===== src/fbpa_pkg.sv =====
// Package for the fixed-block pool allocator: widths, pool size,
// operation and status codes, controller state type. No dependencies.
package fbpa_pkg;

    localparam int POOL_BLOCKS = 256;
    localparam int PTR_W       = $clog2(POOL_BLOCKS);
    localparam int CNT_W       = $clog2(POOL_BLOCKS + 1);
    localparam int INDEX_W     = 8;
    localparam int BYTES_W     = 16;
    localparam int OFFSET_W    = 24;
    localparam int STATUS_W    = 2;

    localparam logic OP_ALLOC  = 1'b0;
    localparam logic OP_RETURN = 1'b1;

    localparam logic [15:0] BLOCK_BYTES_RESET = 16'd64;

    typedef enum logic [STATUS_W-1:0] {
        ST_OK        = 2'd0,
        ST_EXHAUSTED = 2'd1,
        ST_FULL      = 2'd2
    } status_t;

    typedef enum logic [1:0] {
        S_IDLE = 2'b01,
        S_READ = 2'b10
    } state_t;

endpackage


===== src/fbpa_ram.sv =====
// Generic simple dual-port RAM: one write port, one read port with
// registered read data. No dependencies.
module fbpa_ram #(
    parameter int WIDTH = 8,
    parameter int DEPTH = 256
) (
    input  logic                     clk,
    input  logic                     we,
    input  logic [$clog2(DEPTH)-1:0] waddr,
    input  logic [WIDTH-1:0]         wdata,
    input  logic [$clog2(DEPTH)-1:0] raddr,
    output logic [WIDTH-1:0]         rdata
);

    logic [WIDTH-1:0] mem [DEPTH];

    always_ff @(posedge clk)
    begin
        if (we)
        begin
            mem[waddr] <= wdata;
        end
        rdata <= mem[raddr];
    end

endmodule


===== src/fixed_block_pool_allocator.sv =====
// Fixed-block pool allocator, top level. Free list is a FIFO ring in
// fbpa_ram; uses fbpa_pkg for widths and codes.
//
// Timing: an accepted command moves the controller to S_READ while the ring
// read is registered; the result registers and done are loaded from S_READ.
// A new command is taken only back in S_IDLE, as busy is high for the cycle
// after acceptance. Results cannot be stalled; done marks them for one cycle.
// Reset (rst_n low, async) restores the ring to index i at entry i through
// per-entry valid bits, so no clearing pass is needed; block_bytes resets to 64.
module fixed_block_pool_allocator (
    input  logic                             clk,
    input  logic                             rst_n,
    // command
    input  logic                             start,
    output logic                             busy,
    input  logic                             operation,
    input  logic [fbpa_pkg::INDEX_W-1:0]     block_index,
    // result
    output logic                             done,
    output logic [fbpa_pkg::INDEX_W-1:0]     granted_index,
    output logic [fbpa_pkg::OFFSET_W-1:0]    byte_offset,
    output logic [fbpa_pkg::STATUS_W-1:0]    status,
    output logic [fbpa_pkg::CNT_W-1:0]       free_count,
    output logic [fbpa_pkg::CNT_W-1:0]       low_watermark,
    // configuration
    input  logic                             cfg_valid,
    output logic                             cfg_ready,
    input  logic [fbpa_pkg::BYTES_W-1:0]     cfg_data
);

    fbpa_pkg::state_t                   state_reg, state_next;
    logic [fbpa_pkg::PTR_W-1:0]         rd_ptr_reg, rd_ptr_next;
    logic [fbpa_pkg::PTR_W-1:0]         wr_ptr_reg, wr_ptr_next;
    logic [fbpa_pkg::CNT_W-1:0]         free_reg, free_next;
    logic [fbpa_pkg::CNT_W-1:0]         lowest_reg, lowest_next;
    logic [fbpa_pkg::POOL_BLOCKS-1:0]   valid_reg;
    logic [fbpa_pkg::BYTES_W-1:0]       block_bytes_reg;

    // captured at acceptance, used when ring data returns
    logic                               grant_reg;
    logic                               rd_valid_reg;
    logic [fbpa_pkg::PTR_W-1:0]         rd_addr_reg;
    fbpa_pkg::status_t                  status_reg, status_next;

    // result registers
    logic                               done_reg;
    logic [fbpa_pkg::INDEX_W-1:0]       granted_reg;
    logic [fbpa_pkg::OFFSET_W-1:0]      offset_reg;
    fbpa_pkg::status_t                  res_status_reg;

    logic                               accept;
    logic                               do_alloc;
    logic                               do_return;
    logic                               ring_we;
    logic [fbpa_pkg::INDEX_W-1:0]       ring_q;
    logic [fbpa_pkg::INDEX_W-1:0]       grant_idx;
    logic [fbpa_pkg::OFFSET_W-1:0]      product;

    assign busy      = (state_reg != fbpa_pkg::S_IDLE);
    assign accept    = start && !busy;
    assign cfg_ready = 1'b1;

    // Empty/full decided from the count; failed commands leave pointers and count alone.
    assign do_alloc  = accept && (operation == fbpa_pkg::OP_ALLOC) && (free_reg != '0);
    assign do_return = accept && (operation == fbpa_pkg::OP_RETURN)
                       && (free_reg < fbpa_pkg::CNT_W'(fbpa_pkg::POOL_BLOCKS));
    assign ring_we   = do_return;

    fbpa_ram #(
        .WIDTH (fbpa_pkg::INDEX_W),
        .DEPTH (fbpa_pkg::POOL_BLOCKS)
    ) u_ring (
        .clk   (clk),
        .we    (ring_we),
        .waddr (wr_ptr_reg),
        .wdata (block_index),
        .raddr (rd_ptr_reg),
        .rdata (ring_q)
    );

    always_comb
    begin
        state_next  = state_reg;
        rd_ptr_next = rd_ptr_reg;
        wr_ptr_next = wr_ptr_reg;
        free_next   = free_reg;
        lowest_next = lowest_reg;
        status_next = fbpa_pkg::ST_OK;

        unique case (state_reg)
            fbpa_pkg::S_IDLE:
            begin
                if (accept)
                begin
                    state_next = fbpa_pkg::S_READ;
                end
            end
            fbpa_pkg::S_READ:
            begin
                state_next = fbpa_pkg::S_IDLE;
            end
            default:
            begin
                state_next = fbpa_pkg::S_IDLE;
            end
        endcase

        if (accept && (operation == fbpa_pkg::OP_ALLOC) && !do_alloc)
        begin
            status_next = fbpa_pkg::ST_EXHAUSTED;
        end
        if (accept && (operation == fbpa_pkg::OP_RETURN) && !do_return)
        begin
            status_next = fbpa_pkg::ST_FULL;
        end

        if (do_alloc)
        begin
            rd_ptr_next = (rd_ptr_reg == fbpa_pkg::PTR_W'(fbpa_pkg::POOL_BLOCKS - 1))
                          ? '0 : rd_ptr_reg + 1'b1;
            free_next   = free_reg - 1'b1;
            if (free_next < lowest_reg)
            begin
                lowest_next = free_next;
            end
        end

        if (do_return)
        begin
            wr_ptr_next = (wr_ptr_reg == fbpa_pkg::PTR_W'(fbpa_pkg::POOL_BLOCKS - 1))
                          ? '0 : wr_ptr_reg + 1'b1;
            free_next   = free_reg + 1'b1;
        end
    end

    // Entries never written since reset read as their own address.
    assign grant_idx = grant_reg
                       ? (rd_valid_reg ? ring_q : fbpa_pkg::INDEX_W'(rd_addr_reg))
                       : '0;
    assign product   = fbpa_pkg::OFFSET_W'(grant_idx) * fbpa_pkg::OFFSET_W'(block_bytes_reg);

    always_ff @(posedge clk or negedge rst_n)
    begin
        if (!rst_n)
        begin
            state_reg       <= fbpa_pkg::S_IDLE;
            rd_ptr_reg      <= '0;
            wr_ptr_reg      <= '0;
            free_reg        <= fbpa_pkg::CNT_W'(fbpa_pkg::POOL_BLOCKS);
            lowest_reg      <= fbpa_pkg::CNT_W'(fbpa_pkg::POOL_BLOCKS);
            valid_reg       <= '0;
            block_bytes_reg <= fbpa_pkg::BLOCK_BYTES_RESET;
            grant_reg       <= 1'b0;
            done_reg        <= 1'b0;
        end
        else
        begin
            state_reg  <= state_next;
            rd_ptr_reg <= rd_ptr_next;
            wr_ptr_reg <= wr_ptr_next;
            free_reg   <= free_next;
            lowest_reg <= lowest_next;
            if (ring_we)
            begin
                valid_reg[wr_ptr_reg] <= 1'b1;
            end
            if (cfg_valid && cfg_ready)
            begin
                block_bytes_reg <= cfg_data;
            end
            if (accept)
            begin
                grant_reg <= do_alloc;
            end
            done_reg <= (state_reg == fbpa_pkg::S_READ);
        end
    end

    // payload registers
    always_ff @(posedge clk)
    begin
        if (accept)
        begin
            rd_valid_reg <= valid_reg[rd_ptr_reg];
            rd_addr_reg  <= rd_ptr_reg;
            status_reg   <= status_next;
        end
        if (state_reg == fbpa_pkg::S_READ)
        begin
            granted_reg    <= grant_idx;
            offset_reg     <= product;
            res_status_reg <= status_reg;
        end
    end

    assign done          = done_reg;
    assign granted_index = granted_reg;
    assign byte_offset   = offset_reg;
    assign status        = res_status_reg;
    assign free_count    = free_reg;
    assign low_watermark = lowest_reg;

    // checks
    a_count_bound: assert property (@(posedge clk) disable iff (!rst_n)
        free_reg <= fbpa_pkg::CNT_W'(fbpa_pkg::POOL_BLOCKS))
        else $error("free count above pool size");

    a_watermark: assert property (@(posedge clk) disable iff (!rst_n)
        lowest_reg <= free_reg)
        else $error("low watermark above free count");

    a_accept_read: assert property (@(posedge clk) disable iff (!rst_n)
        accept |=> (state_reg == fbpa_pkg::S_READ) ##1 done_reg)
        else $error("accepted command did not complete in two cycles");

    a_no_grant: assert property (@(posedge clk) disable iff (!rst_n)
        (done_reg && (res_status_reg != fbpa_pkg::ST_OK))
        |-> (granted_reg == '0) && (offset_reg == '0))
        else $error("failed command reported a grant");

    a_ptr_sync: assert property (@(posedge clk) disable iff (!rst_n)
        (free_reg == '0) |-> (rd_ptr_reg == wr_ptr_reg))
        else $error("empty ring with unequal pointers");

endmodule

===== config.mk =====
export PLATFORM = sky130hd
export DESIGN_NAME = fixed_block_pool_allocator
export DESIGN_NICKNAME = d
export VERILOG_FILES = /design/src/fbpa_pkg.sv /design/src/fbpa_ram.sv /design/src/fixed_block_pool_allocator.sv
export SDC_FILE = /design/constraint.sdc
export NUM_CORES = 2
export LEC_CHECK = 0
export BUFFER_PORTS_ARGS = -buffer_cell sky130_fd_sc_hd__buf_2
export CAP_MARGIN = 15
export CORE_MARGIN = 5
export CORE_UTILIZATION = 63
export DETAILED_ROUTE_END_ITERATION = 8
export HOLD_SLACK_MARGIN = 0.05
export PLACE_DENSITY = 0.79
export SYNTH_ARGS = -nofsm -noshare
export SYNTH_HDL_FRONTEND = slang
export SYNTH_SLANG_ARGS = --single-unit

===== constraint.sdc =====
create_clock -name clk -period 7.85 [get_ports clk]
set_input_delay 1.57 -clock clk [delete_from_list [all_inputs] [get_ports clk]]
set_output_delay 1.57 -clock clk [all_outputs]
set_load 0.01 [all_outputs]

---- Yosys cells after proc, flatten, opt, wreduce, memory -nomap -nowiden ----
Memories as Yosys holds them, arrays and structs flattened. A register that Yosys moved wholly into a read port is not among the register bits.
Index checks and enable logic that the tools add are counted.
storage, ports and cells
  output and inout port bits .............. 55
  logic and storage cells ................. 63
  register bits after elaboration ......... 355
  memories kept ........................... 1
  bits in writable memories ............... 2048
  memory bits (read-only) ................. 0
  input port bits ......................... 29
  bits in latches ......................... 0
memories
  memory      words  width  read ports  clocked after Yosys merged registers in  wr ports  RTL line        source
  u_ring.mem  256    8      1           1                                        1         fbpa_ram.sv:15  logic [WIDTH-1:0] mem [DEPTH];
cells by class
  multiply operators ...................... 1
  $add $sub $neg .......................... 4
  multiplexer cells ....................... 15
  divide/modulo/power cells ............... 0
  eq/ne operators ......................... 6
  shift-type cells ........................ 0
  bitwise gates (word level) .............. 2
  $lt $le $gt $ge ......................... 5
  reduce and logical (&&, ||, !) cells .... 14
operators with widths
  cell                   count
  $or A256 B256 Y256     1
  $mux W8                4
  $mul A8 B16 Y24        1
  $lt A8 B9 Y1 const B   2
  $mux W9                2
  $add A8 B1 Y8 const B  2
  $eq A8 B8 Y1 const B   2
  $add A9 B1 Y9 const B  1
  $lt A9 B9 Y1           1
  $lt A9 B9 Y1 const B   1
  $reduce_bool A9 Y1     1
  $sub A9 B1 Y9 const B  1
  $bmux W1 S8            1
  $demux W1 S8           1
  $ge A8 B1 Y1 const B   1
  $logic_and A1 B1 Y1    8
  $mux W1                5
  $mux W2                2
  $logic_not A1 Y1       3
  $eq A2 B1 Y1 const B   1
  $eq A2 B2 Y1 const B   1
  $ne A2 B1 Y1 const B   1
  $ne A2 B2 Y1 const B   1
  $reduce_and A2 Y1      1
  2 further kinds        2

---- Depth between registers and ports, before layout ----
  depth in word-level cells ............... 8
  mapped depth ............................ 21
  depth with buffers taken out ............ 19

---- By module ----
Synthesis repeated with hierarchy kept, for this count alone.
second synthesis, totals
  cells, all modules ...................... 5339
  area total of the unflattened synthesis .. 98963.7 µm²
by module, submodules not included
  module                      times used  seq. area each (µm²)  area each (µm²)  cells an instance
  fbpa_ram                    1           61659.1               79556.3          3733
  fixed_block_pool_allocator  1           9113.7                19407.4          1606

---- Worst setup path after synthesis ----
No wires, ideal clock.
  kind .................................... register -> register
  start ................................... register rd_valid_reg
  end ..................................... register offset_reg, in the netlist byte_offset[23] (data pin)
  data arrival time ....................... 5105 ps
  path buffers ............................ 2
  clock period less this slack ............ 5365 ps
  stages on the path, launching flop included .. 20
  slack ................................... 2485 ps
  required time ........................... 7590 ps
  library setup time ...................... 260 ps
  path through ............................ edfxtp_1 > clkbuf_1 > mux2i_1 > nor2b_1 > clkbuf_1 > and2_1 > fa_1 > fa_1 > fa_1 > inv_1 > fa_1 > inv_1 > ha_1 > a21o_1 > a2111oi_0 > o211a_1 > o31ai_1 > a41o_1 > a21oi_1 > xnor2_1
between the ends
  longest elaborated chain between the ends .. 3
ends and longest elaborated chain
  item                           RTL line                           source
  from (decl)                    fixed_block_pool_allocator.sv:41   logic rd_valid_reg;
  from (signal assigned)         fixed_block_pool_allocator.sv:184  rd_valid_reg <= valid_reg[rd_ptr_reg];
  $mux W8 (2 in series)          fixed_block_pool_allocator.sv:138  ? (rd_valid_reg ? ring_q : fbpa_pkg::INDEX_W'(rd_addr_reg))
  named net grant_idx (one bit)  fixed_block_pool_allocator.sv:56   logic [fbpa_pkg::INDEX_W-1:0] grant_idx;
  $mul A8 B16 Y24                fixed_block_pool_allocator.sv:140  assign product = fbpa_pkg::OFFSET_W'(grant_idx) * fbpa_pkg::OFFSET_W'(block_bytes_reg);
  named net product (one bit)    fixed_block_pool_allocator.sv:57   logic [fbpa_pkg::OFFSET_W-1:0] product;
  to (signal assigned)           fixed_block_pool_allocator.sv:191  offset_reg <= product;
  to (decl)                      fixed_block_pool_allocator.sv:48   logic [fbpa_pkg::OFFSET_W-1:0] offset_reg;
The timed path passes the listed nets, and every way through them passes these cells.
A chain may end at the register's enable or synchronous reset.

---- Worst setup path after layout ----
  start ................................... register rd_valid_reg
  end ..................................... register offset_reg, in the netlist byte_offset[23] (data pin)
between the ends
  longest elaborated chain between the ends .. 3
ends and longest elaborated chain
  item                         RTL line
  $mux W8 (2 in series)        fixed_block_pool_allocator.sv:138
  $mul A8 B16 Y24              fixed_block_pool_allocator.sv:140
  named net product (one bit)  fixed_block_pool_allocator.sv:57
The timed path passes the listed nets, and every way through them passes these cells.

==> run metrics <==
Critical-path top delay cell=nor2b_1; layout cells sized above 1=25.0%; sequential share of power=about 40%; Fmax=0.166 GHz; P_sw=11.5 mW; Via-to-Cell Ratio=approximately 7; Req. time, crit path=8450 ps; crit-path cells=mux2i_1 -> nor2b_1 -> and2_1 -> fa_1 -> fa_1 -> fa_1 -> inv_1 -> fa_1 -> inv_1 -> ha_1 -> a21o_1 -> a2111oi_0 -> o211a_1 -> o31ai_1 -> a41o_1 -> a21oi_1 -> xnor2_1; Crit path arrival time=6630 ps; Critical Path End Type=flip-flop; WL/cell=33.0 um; CTS root buffer=clkbuf_16; HP Start=status_reg[0]; Ys Warns=0; final hold slack=423 ps; kind of critical path=flip-flop to flip-flop; CP max stage delay=810 ps; Reg-to-Reg End=byte_offset[23]; Routed Antenna Nets=0; Top delay family on crit path=adder cells; P&R area growth vs syn=10.1%; met1 wire length=88400 um; worst vdd ir=0.272 mV; worst r2r src=rd_valid_reg; CP Max Fanout=17; via count=~52k; critical path launch point type=flip-flop; Clock Tree Buf Depth=3; CTS sink count=~2.4k; HPWL Detailed=145000 um; DRC=0; post-synthesis sequential area ratio=just over 70%; met2 WL post-DR=118000 um; met3 WL=between 30000 and 40000 um; GPL Wtd Cong=approximately 0.85; min cycle time layout=6030 ps; Slew HR=between 10% and 20%; Core Region=154000 sq um; Ports=84; first-pass GRT wire length=366000 um; Site Rows=144; static leakage=37.6 nW; RSZ-0062 raised after global routing=no; Worst Tran Pin Value=between 1000 and 1500 ps; top_reg_cell synth=edfxtp_1; WHS Path Cells=0; most frequent cell after synthesis=edfxtp_1; Synth area leader=edfxtp_1; status=finished clean; Synth area leaders=edfxtp_1, mux4_2, dfrtp_1; Async SR Flop Fraction=12.9%; Post-Synthesis Cells=just over 5k; first-pass detailed-route iteration total=6; Final Hold Fails=0; TritonCTS clock tree=done; highest metal used=met5; Synth top cells by count=edfxtp_1, mux4_2, nor2_1, dfrtp_1, or2_2; clk_skew=~45 ps; final slew viol count=0; crit-path most repeated cell=fa_1; internal reg-to-reg setup slack=1820 ps; Combinational Power Share=about 29%; Remaining Overflow, GRT=0; CTS clk-pin slew, worst paths=60 ps; die width=404 um; GRT Total Usage=roughly 31%; Largest register FFs=2048; final wirelength=250000 um; Num CTS Buffers=roughly 230; average size of a mapped cell=18.9 sq um; sequential cell area=70800 sq um; Int Pwr=24.7 mW; Initial Utilization=63.4%; share of the synthesized area in the top cell type=~64%; area of the multi-input gates=25000 sq um; post_cts resized=0; EDFF count, synth=2093; fin nets=5476; switching share of power=between 30% and 40%; Final setup viols=0; R2R cell count=17; Max Cap Violations=0; Filler cells=9066; IO Port Bufs=slightly above 80; Hold Path End=status[0]; Final Power=about 36 mW; Post-CTS Hold Buffers=0; pin count of the biggest net entering global routing=202; clock share of power=31.2%; drt initial violations=7823; #FFs+latches synth=between 2k and 2.5k; vias in the first global route=53.1k; P per Cell Area=335 nW/um^2; Die ar.=163000 sq um; die span in y=a little over 400 um; Hold Path Class=flip-flop to flip-flop; Tcrit/Tclk final=76.8%; H-tree Lvls=4; number of buffers added for setup after CTS=0; Cell variety after synth=82; Post-Syn Nets=5349; Final TNS setup=0 ps; initial antenna violation count=11; Clock Latency Late Sink=between 800 and 900 ps; Buf+Inv Stages, Crit Path=2; Mapped Area=98000 sq um
power by group through the flow:
stage | clock network (mW) | registers (mW) | logic, mW
floorplan | 0 | 14.6 | 7.15
global placement | 0 | 14.8 | 9.99
detailed placement | 0 | 14.8 | 10.1
CTS | 11.3 | 14.5 | 10.2
global route | 11.9 | 14.5 | 10.9
finish | 11.3 | 14.5 | 10.4
layout by cell type (no fill, tap or decap), types with 85 or more instances in the layout:
master and count:
edfxtp_1 2093, inv_1 114, mux2i_1 168, buf_4 85, dfrtp_1 301, nand2_1 116, and2_1 119, or2_2 257
a21oi_1 96, mux4_2 515, a22oi_1 110, clkbuf_16 226, nor2_1 314
cells by family (layout without fill, tap and decap cells):
| family | after synthesis | after routing | synth area share [%] |
|---|---|---|---|
| other | 1 | 6 | 0.00383 |
| adder cells (fa/ha/maj) | 144 | 144 | 2.48 |
| buffers and inverters | 392 | 722 | 2.26 |
| flip-flops | 2411 | 2411 | 72.3 |
| AO/OA/AOI/OAI | 512 | 512 | 3.68 |
| AND/OR/NAND/NOR | 956 | 956 | 4.96 |
| XOR/XNOR | 40 | 40 | 0.358 |
| multiplexers | 720 | 720 | 14.0 |
routing by layer:
layer  up-vias  GRT usage [%]
met3       665           8.61
met4        12           12.7
met2      4016           47.3
li1      20700              -
met1     27000           43.0
met5         -              0
how the worst max path moves through the flow:
stage                  from              end  cells past startpoint
2_1_floorplan  rd_valid_reg  byte_offset[23]                     19
3_3_place_gp   rd_valid_reg  byte_offset[23]                     17
3_5_place_dp   rd_valid_reg  byte_offset[23]                     17
4_1_cts        rd_valid_reg  byte_offset[23]                     17
5_1_grt        rd_valid_reg  byte_offset[23]                     17
6_report       rd_valid_reg  byte_offset[23]                     17
through the flow:
step | utilization [%] | worst slack [ps] | instance area, sq um | std cells
after global placement | 64.8 | 1830 | 100000 | 7118
after detailed placement | 64.8 | 1790 | 100000 | 7118
after global routing | 69.9 | 1510 | 108000 | 7550
after floorplan | - | 2490 | 98000 | 5176
final | 69.9 | 1820 | 108000 | 7555
after CTS | 69.8 | 1780 | 108000 | 7548
final cells by class:
cell class                      instances  share of cell area [%]
Clock inverter                        119                    1.33
Timing Repair Buffer                  177                    1.23
Antenna cell                            5                  0.0116
Tap cell                             2044                    2.37
Clock buffer                          311                    5.83
Inverter                              115                   0.402
Sequential cell                      2411                    65.6
Multi-Input combinational cell       2373                    23.2
(Power assumes the default switching activity.)
